<file path="src/rtl/core/prd_pkg.sv">
package prd_pkg;

  // Adapter ports that produce results.
  localparam int NUM_PORTS     = 4;
  localparam int REPORT_LEN    = 37;
  localparam int BLOCK_LEN     = 9;
  localparam int REPORT_BLOCKS = (REPORT_LEN - 1) / BLOCK_LEN;

  localparam int PORT_W    = $clog2(REPORT_BLOCKS);
  localparam int OFF_W     = $clog2(BLOCK_LEN);
  localparam int BLK_IDX_W = $clog2(BLOCK_LEN - 1);

  localparam logic [OFF_W-1:0] LAST_OFF     = OFF_W'(BLOCK_LEN - 1);
  localparam logic [PORT_W-1:0] LAST_BLOCK  = PORT_W'(REPORT_BLOCKS - 1);
  localparam logic [PORT_W-1:0] LAST_PORT   = PORT_W'(NUM_PORTS - 1);

  localparam logic [7:0] HEADER_BYTE = 8'h21;
  localparam logic [7:0] STATUS_MASK = 8'h30;

  typedef enum logic {
    MODE_BYTE  = 1'b0,
    MODE_RECAL = 1'b1
  } mode_t;

  // First eight bytes of a port block: status, buttons1, buttons2, main x,
  // main y, cstick x, cstick y, left trigger.
  typedef logic [BLOCK_LEN-2:0][7:0] blk_t;

  typedef struct packed {
    logic [7:0] main_x;
    logic [7:0] main_y;
    logic [7:0] cstick_x;
    logic [7:0] cstick_y;
    logic [7:0] left_trig;
    logic [7:0] right_trig;
  } origin_t;

  typedef struct packed {
    logic [PORT_W-1:0] port_number;
    logic              connected;
    logic              origin_captured;
    logic [12:0]       buttons;
    logic signed [7:0] main_x;
    logic signed [7:0] main_y;
    logic signed [7:0] cstick_x;
    logic signed [7:0] cstick_y;
    logic [7:0]        left_trigger;
    logic [7:0]        right_trigger;
    logic              last_port;
  } result_t;

  function automatic logic [12:0] remap_buttons(input logic [7:0] b1, input logic [7:0] b2);
    logic [12:0] b;
    b        = '0;
    b[3:0]   = b1[7:4];
    b[11:8]  = b1[3:0];
    b[12]    = b2[0];
    b[6:4]   = b2[3:1];
    return b;
  endfunction

endpackage

</file>
<file path="src/rtl/core/prd_port_calc.sv">
module prd_port_calc (
  input  prd_pkg::blk_t                    blk,
  input  logic [7:0]                       last_byte,
  input  logic [prd_pkg::PORT_W-1:0]       port,
  input  prd_pkg::origin_t                 stored_origin,
  input  logic                             origin_valid,
  output logic                             connected,
  output prd_pkg::origin_t                 cap_origin,
  output prd_pkg::result_t                 res
);
  import prd_pkg::*;

  function automatic logic [7:0] axis_offset(input logic [7:0] v, input logic [7:0] o);
    logic signed [8:0] a;
    logic [7:0]        r;
    a = $signed({1'b0, v}) - $signed({1'b0, o});
    if (a[8] != a[7]) begin
      r = a[8] ? 8'h80 : 8'h7f;
    end else begin
      r = a[7:0];
    end
    return r;
  endfunction

  function automatic logic [7:0] trig_offset(input logic [7:0] v, input logic [7:0] o);
    return (v > o) ? (v - o) : 8'd0;
  endfunction

  origin_t org;

  assign connected = ((blk[0] & STATUS_MASK) != 8'd0);

  // A fresh origin is simply the current stick and trigger readings.
  assign cap_origin = '{main_x: blk[3], main_y: blk[4], cstick_x: blk[5],
                        cstick_y: blk[6], left_trig: blk[7], right_trig: last_byte};

  assign org = origin_valid ? stored_origin : cap_origin;

  always_comb begin
    res             = '0;
    res.port_number = port;
    res.last_port   = (port == LAST_PORT);
    if (connected) begin
      res.connected       = 1'b1;
      res.origin_captured = !origin_valid;
      res.buttons         = remap_buttons(blk[1], blk[2]);
      res.main_x          = axis_offset(blk[3], org.main_x);
      res.main_y          = axis_offset(blk[4], org.main_y);
      res.cstick_x        = axis_offset(blk[5], org.cstick_x);
      res.cstick_y        = axis_offset(blk[6], org.cstick_y);
      res.left_trigger    = trig_offset(blk[7], org.left_trig);
      res.right_trigger   = trig_offset(last_byte, org.right_trig);
    end
  end

endmodule

</file>
<file path="src/rtl/core/pad_report_decoder.sv">
// Controller adapter report decoder. Report bytes enter one item per clock
// while in_stall is low; a header item (start_of_report) opens a 37-byte
// report that is decoded only if its header is 0x21, and the last byte of
// each 9-byte port block yields one result item carrying the remapped
// buttons, stick offsets from the stored neutral point (saturated to
// -128..127) and trigger offsets floored at zero. A recalibrate item drops
// one port's neutral point, or all of them for a port number of four or
// more, and yields no result. All decoding sits between the accepted item
// and a single output register, so with out_stall low an item is taken
// every cycle and its result appears on the next. in_stall is high only
// while that output register holds a result that the far side is stalling.
// Writing adapter_disabled as 1 keeps byte tracking running but suppresses
// results and leaves the neutral points alone; write it only while no item
// is in flight. No clearing pass follows reset.
module pad_report_decoder (
  input  logic                         clk,
  input  logic                         rst_n,
  // Input item channel.
  input  logic                         in_valid,
  output logic                         in_stall,
  input  logic                         in_mode,
  input  logic [7:0]                   in_data_byte,
  input  logic                         in_start_of_report,
  input  logic [2:0]                   in_recal_port,
  // Result item channel.
  output logic                         out_valid,
  input  logic                         out_stall,
  output logic [1:0]                   out_port_number,
  output logic                         out_connected,
  output logic                         out_origin_captured,
  output logic [12:0]                  out_buttons,
  output logic signed [7:0]            out_main_x,
  output logic signed [7:0]            out_main_y,
  output logic signed [7:0]            out_cstick_x,
  output logic signed [7:0]            out_cstick_y,
  output logic [7:0]                   out_left_trigger,
  output logic [7:0]                   out_right_trigger,
  output logic                         out_last_port,
  // Configuration write channel.
  input  logic                         cfg_valid,
  output logic                         cfg_ready,
  input  logic                         cfg_data
);
  import prd_pkg::*;

  // Report tracking: active_r is set between a header and the final byte.
  logic              active_r;
  logic              report_ok_r;
  logic [OFF_W-1:0]  off_r;
  logic [PORT_W-1:0] port_r;
  blk_t              blk_r;

  logic              adapter_disabled_r;
  logic [NUM_PORTS-1:0] origin_valid_r;
  origin_t           origin_r [NUM_PORTS];

  logic              out_valid_r;
  result_t           result_r;

  logic              in_fire;
  logic              is_recal;
  logic              is_header;
  logic              is_byte;
  logic              block_end;
  logic              emit;
  logic              port_conn;
  origin_t           cap_origin;
  result_t           calc_res;

  assign cfg_ready = 1'b1;
  assign in_stall  = out_valid_r && out_stall;
  assign in_fire   = in_valid && !in_stall;

  assign is_recal  = in_fire && (in_mode == MODE_RECAL);
  assign is_header = in_fire && (in_mode == MODE_BYTE) && in_start_of_report;
  assign is_byte   = in_fire && (in_mode == MODE_BYTE) && !in_start_of_report && active_r;
  assign block_end = is_byte && (off_r == LAST_OFF);

  // Results only for a good report, with the adapter enabled, on a real port.
  assign emit = block_end && report_ok_r && !adapter_disabled_r &&
                ({1'b0, port_r} < (PORT_W + 1)'(NUM_PORTS));

  prd_port_calc u_calc (
    .blk           (blk_r),
    .last_byte     (in_data_byte),
    .port          (port_r),
    .stored_origin (origin_r[port_r]),
    .origin_valid  (origin_valid_r[port_r]),
    .connected     (port_conn),
    .cap_origin    (cap_origin),
    .res           (calc_res)
  );

  always_ff @(posedge clk) begin
    if (!rst_n) begin
      adapter_disabled_r <= 1'b0;
    end else if (cfg_valid && cfg_ready) begin
      adapter_disabled_r <= cfg_data;
    end
  end

  always_ff @(posedge clk) begin
    if (!rst_n) begin
      active_r    <= 1'b0;
      report_ok_r <= 1'b0;
      off_r       <= '0;
      port_r      <= '0;
    end else if (is_header) begin
      active_r    <= 1'b1;
      report_ok_r <= (in_data_byte == HEADER_BYTE);
      off_r       <= '0;
      port_r      <= '0;
    end else if (is_byte) begin
      if (off_r == LAST_OFF) begin
        off_r <= '0;
        if (port_r == LAST_BLOCK) begin
          active_r <= 1'b0;
          port_r   <= '0;
        end else begin
          port_r <= port_r + 1'b1;
        end
      end else begin
        off_r <= off_r + 1'b1;
      end
    end
  end

  // The first eight block bytes are held; the ninth is used straight off the port.
  always_ff @(posedge clk) begin
    if (is_byte && (off_r != LAST_OFF)) begin
      blk_r[off_r[BLK_IDX_W-1:0]] <= in_data_byte;
    end
  end

  always_ff @(posedge clk) begin
    if (!rst_n) begin
      origin_valid_r <= '0;
    end else if (is_recal) begin
      if (in_recal_port >= 3'(NUM_PORTS)) begin
        origin_valid_r <= '0;
      end else begin
        origin_valid_r[in_recal_port[PORT_W-1:0]] <= 1'b0;
      end
    end else if (emit) begin
      origin_valid_r[port_r] <= port_conn;
    end
  end

  // Stored origins are read only while their valid bit is set.
  always_ff @(posedge clk) begin
    if (emit && port_conn && !origin_valid_r[port_r]) begin
      origin_r[port_r] <= cap_origin;
    end
  end

  always_ff @(posedge clk) begin
    if (!rst_n) begin
      out_valid_r <= 1'b0;
    end else if (!out_valid_r || !out_stall) begin
      out_valid_r <= emit;
    end
  end

  always_ff @(posedge clk) begin
    if (emit) begin
      result_r <= calc_res;
    end
  end

  assign out_valid           = out_valid_r;
  assign out_port_number     = result_r.port_number;
  assign out_connected       = result_r.connected;
  assign out_origin_captured = result_r.origin_captured;
  assign out_buttons         = result_r.buttons;
  assign out_main_x          = result_r.main_x;
  assign out_main_y          = result_r.main_y;
  assign out_cstick_x        = result_r.cstick_x;
  assign out_cstick_y        = result_r.cstick_y;
  assign out_left_trigger    = result_r.left_trigger;
  assign out_right_trigger   = result_r.right_trigger;
  assign out_last_port       = result_r.last_port;

  // Outside a report the block counters sit at zero.
  a_idle_counters: assert property (@(posedge clk) disable iff (!rst_n)
    !active_r |-> (off_r == '0) && (port_r == '0))
    else $error("block counters not cleared outside a report");

  // A header item always restarts tracking at the first block byte.
  a_header_restart: assert property (@(posedge clk) disable iff (!rst_n)
    is_header |=> active_r && (off_r == '0) && (port_r == '0))
    else $error("header did not restart report tracking");

  // Recalibrating all ports leaves no neutral point held.
  a_recal_all: assert property (@(posedge clk) disable iff (!rst_n)
    is_recal && (in_recal_port >= 3'(NUM_PORTS)) |=> (origin_valid_r == '0))
    else $error("global recalibrate left an origin valid");

  // A disconnected result carries nothing but its port information.
  a_disc_zero: assert property (@(posedge clk) disable iff (!rst_n)
    out_valid && !out_connected |-> !out_origin_captured && (out_buttons == '0) &&
      (out_main_x == '0) && (out_main_y == '0) && (out_cstick_x == '0) &&
      (out_cstick_y == '0) && (out_left_trigger == '0) && (out_right_trigger == '0))
    else $error("disconnected result has nonzero fields");

endmodule
</file>
<file path="config.mk">
export PLATFORM = sky130hd
export DESIGN_NAME = pad_report_decoder
export DESIGN_NICKNAME = d
export VERILOG_FILES = /design/src/rtl/core/prd_pkg.sv /design/src/rtl/core/prd_port_calc.sv /design/src/rtl/core/pad_report_decoder.sv
export SDC_FILE = /design/constraint.sdc
export NUM_CORES = 1
export LEC_CHECK = 0
export BUFFER_PORTS_ARGS = -buffer_cell sky130_fd_sc_hd__buf_2
export CAP_MARGIN = 20
export CORE_MARGIN = 2
export CORE_UTILIZATION = 60
export CTS_CLUSTER_DIAMETER = 150
export DETAILED_ROUTE_END_ITERATION = 6
export PLACE_DENSITY = 0.82
export SYNTH_ARGS = -nofsm -noshare
export SYNTH_HDL_FRONTEND = slang
export SYNTH_SLANG_ARGS = --single-unit
export TNS_END_PERCENT = 5
</file>
<file path="constraint.sdc">
create_clock -name clk -period 6.5 [get_ports clk]
set_input_delay 0.325 -clock clk [delete_from_list [all_inputs] [get_ports clk]]
set_output_delay 0.325 -clock clk [all_outputs]
set_load 0.03 [all_outputs]
</file>
==> metrics.txt <==
sequential share of the synthesized area between 60% and 70%; Detailed Place HPWL around 17000 um; Hold Path Cell Cnt 3; Max-cap violations 0; Worst Setup Start Kind flip-flop; cts repair resizes 0; nets between 1000 and 1500; Hold Fails Final Rpt 0; critical path cell sequence mux4_2 -> buf_4 -> nand2_1 -> o21ai_0 -> ha_1 -> inv_1 -> fa_1 -> a211oi_1 -> o21bai_1 -> a21oi_1 -> nor2b_1 -> o211ai_1 -> o21ai_0; sw frac between 10% and 20%; crit-path max FO 39; Seq pwr share a little over half; Worst Path Arrival around 4.6 ns; Worst Path Required between 6 and 7 ns; Die Y about 160 um; Worst setup EP type flip-flop; unrepaired setup endpoints after global routing no; FF-to-FF path depth 13; reg2reg end out_main_y[1]$_SDFFCE_PP0P_; TritonRoute pass-1 iters 5; synthesized area per cell 16.31 um2; vias in the first global route 8332; Yosys top cell area share 65.07%; initial core utilization approximately 61%; # fillers between 1000 and 1500; Final setup viols 0; largest net degree at the start of global routing 71; Starting DRT DRC Count slightly below 600; # port buffers 85; Synth area leaders edfxtp_1, mux4_2, ha_1; routed len/inst around 21 um; # IOs ~90; fmax approximately 240 MHz; Synth Net Count between 900 and 1000; critical path type flip-flop to flip-flop; Pwr Density ~260 nW/um2; Clock Power Share ~45%; max_slew headroom approximately a third; number of synthesized flops with an enable pin between 300 and 400; yosys warns 0; CTS tree done; Final min period between 4 and 5 ns; clk buf depth 3; vias per cell 6.087; Rows 56; die width between 150 and 200 um; WHS Endpoint adapter_disabled_r$_SDFFE_PN0P_; combinational fraction of design power about 1.6%; slowest stage delay, CP 0.72 ns; Min-Delay Path Class input port to flip-flop; Worst-Margin Slew around 0.98 ns; core area roughly 23000 um2; final WL around 29000 um; Reg clk slew, reported paths around 0.060 ns; die area between 20000 and 30000 um2; Slowest cell on crit path mux4_2; clk root buf clkbuf_16; Synth Register Bits between 300 and 400; Ant. Diodes 0; Yosys cell types 63; Post-synth ARST share 0%; share of layout cells above drive strength 1 21.77%; status finished clean; Main synth FF type edfxtp_1; leakage power ~5.6 nW; initial antenna violation count 0; post-synth top area cell edfxtp_1; flop2flop setup slack 2.25 ns; routed via count about 8000; Slew Limit Fails 0; period utilization 65.45%; dpl cell area 15190 um2; clock skew around 0.014 ns; hold path start cfg_valid; P_sw 0.8270 mW; Area growth syn-to-layout 13.91%; Final Cell Area 16350 um2; most frequent CP cell o21ai_0; global route overflow 0; Final ANT Viol Nets 0; # H-tree levels 1; Max VDD drop about 240 uV; Num Clock Sinks ~330; Power Internal around 3.4 mW; CTS Buf Count 31; worst skew pair latency around 0.57 ns; Netlist Area Pre-Place roughly 14000 um2; GRT Total Usage 23.70%; cell count after synthesis 880; setup TNS 0 ns; first-pass GRT wire length 45220 um; Residual DRC 0; RR Startpoint port_r[0]$_SDFFE_PP0N_; Placer Congestion approximately 0.9
## routing by layer
layer  track usage (%)  vias to the layer above  wire length, um
met2             42.01                      313            14600
met4             5.491                        0              666
met1             30.87                     4096            11500
met5                 0                        -                0
li1                  -                     3654                -
met3             4.056                       57             1787
## area by class of cell
type	instances	area (um2)	share of cell area [%]
well taps	319	399.1	2.441
repair buffers	98	565.5	3.459
multi-input cells	499	4504	27.55
clock buffers	36	804.5	4.921
flip-flops and latches	327	9664	59.11
inverters	33	123.9	0.7576
clock inverters	22	287.8	1.760
## power groups by stage
stage               registers, mW  clock network, mW  logic, mW
finish                       2.28               1.91     0.0687
global route                 2.28               2.02     0.0754
CTS                          2.28               1.94     0.0682
detailed placement           2.33                  0     0.0672
global placement             2.33                  0     0.0659
floorplan                    2.33                  0     0.0376
## kinds of logic (layout without fill, tap and decap cells)
family | after synthesis | after routing | share of synthesized area (%)
other | 2 | 2 | 0.05233
buffers and inverters | 54 | 189 | 1.552
AOI/OAI and AO/OA | 142 | 142 | 6.285
adders and majority gates | 68 | 68 | 6.242
muxes | 98 | 98 | 11.11
DFF | 327 | 327 | 67.30
and+or+nand+nor | 160 | 160 | 5.684
xor gates and xnor gates | 29 | 29 | 1.770
## synth_stat cells (13+ instances only)
master      n
o21ai_0    59
and2_1     13
dfxtp_1    16
edfxtp_1  311
mux2i_1    48
xor2_1     15
ha_1       62
a21oi_1    28
inv_1      32
xnor2_1    14
nand2_1    31
mux4_2     49
nor2_1     57
nor3_1     14
## per-stage QoR
stage | utilization (%) | worst slack (ns) | instances | hold WS, ns | power, mW
after floorplan | - | 1.775 | 880 | 0.4239 | 2.365
after global placement | 64.72 | 2.434 | 1273 | 0.4622 | 2.393
after global routing | 69.65 | 1.849 | 1334 | 0.02988 | 4.371
after CTS | 69.42 | 2.228 | 1332 | 0.008266 | 4.286
after detailed placement | 64.72 | 2.282 | 1273 | 0.4699 | 2.394
final | 69.65 | 2.245 | 1334 | 0.02838 | 4.265
## registers in the layout (all words and copies together), names as in the netlist, 2 cells and up, named ones only
signal / flops
origin_r: 192
blk_r: 54
out_buttons: 12
out_cstick_x: 8
out_cstick_y: 8
out_left_trigger: 8
out_main_x: 8
out_main_y: 8
out_right_trigger: 8
off_r: 4
origin_valid_r: 4
out_port_number: 2
port_r: 2
## timing repair
item | in CTS | in global routing
hold buffers | 1 | 0
setup buffers | 0 | 0
endpoints found under the hold margin | 1 | 0
## worst max path at each step
stage | startpoint | endpoint | slack, ns | cells after the start
after floorplan | out_valid$_SDFFE_PN0N_ | origin_r[0][0]$_DFFE_PP_ | 1.77 | 6
after global placement | port_r[0]$_SDFFE_PP0N_ | out_main_x[4]$_SDFFCE_PP0P_ | 2.43 | 13
after detailed placement | port_r[0]$_SDFFE_PP0N_ | out_main_x[3]$_SDFFCE_PP0P_ | 2.28 | 13
after CTS | port_r[0]$_SDFFE_PP0N_ | out_main_y[1]$_SDFFCE_PP0P_ | 2.23 | 13
after global routing | port_r[0]$_SDFFE_PP0N_ | out_main_y[0]$_SDFFCE_PP0P_ | 1.85 | 13
final | port_r[0]$_SDFFE_PP0N_ | out_main_y[1]$_SDFFCE_PP0P_ | 2.25 | 13
## cells in the final DEF (no fill, tap or decap), drive strengths merged, types with 3 or more instances in the layout
cell type,instances
edfxtp,311
buf,97
ha,62
o21ai,62
nor2,57
mux4,49
mux2i,48
inv,36
clkbuf,36
nand2,31
a21oi,28
dfxtp,16
xor2,15
nor3,15
xnor2,14
and2,13
nor2b,11
clkinv,11
nand2b,7
o21a,7
a211oi,6
fa,6
bufinv,6
o21bai,5
a21o,5
o31ai,5
o22ai,4
nand3b,3
o211ai,3
nand3,3
nand4,3
nor4b,3
## critical path: cells and delay by family, from the launching register on
| kind | cells | cell delay, ns |
|---|---|---|
| AND/OR/NAND/NOR | 2 | 0.23 |
| adder cells (fa/ha/maj) | 2 | 0.64 |
| buffers and inverters | 2 | 0.70 |
| AO/OA/AOI/OAI | 6 | 1.31 |
| flip-flops | 1 | 0.37 |
| multiplexers | 1 | 0.72 |
(Power assumes the default switching activity.)
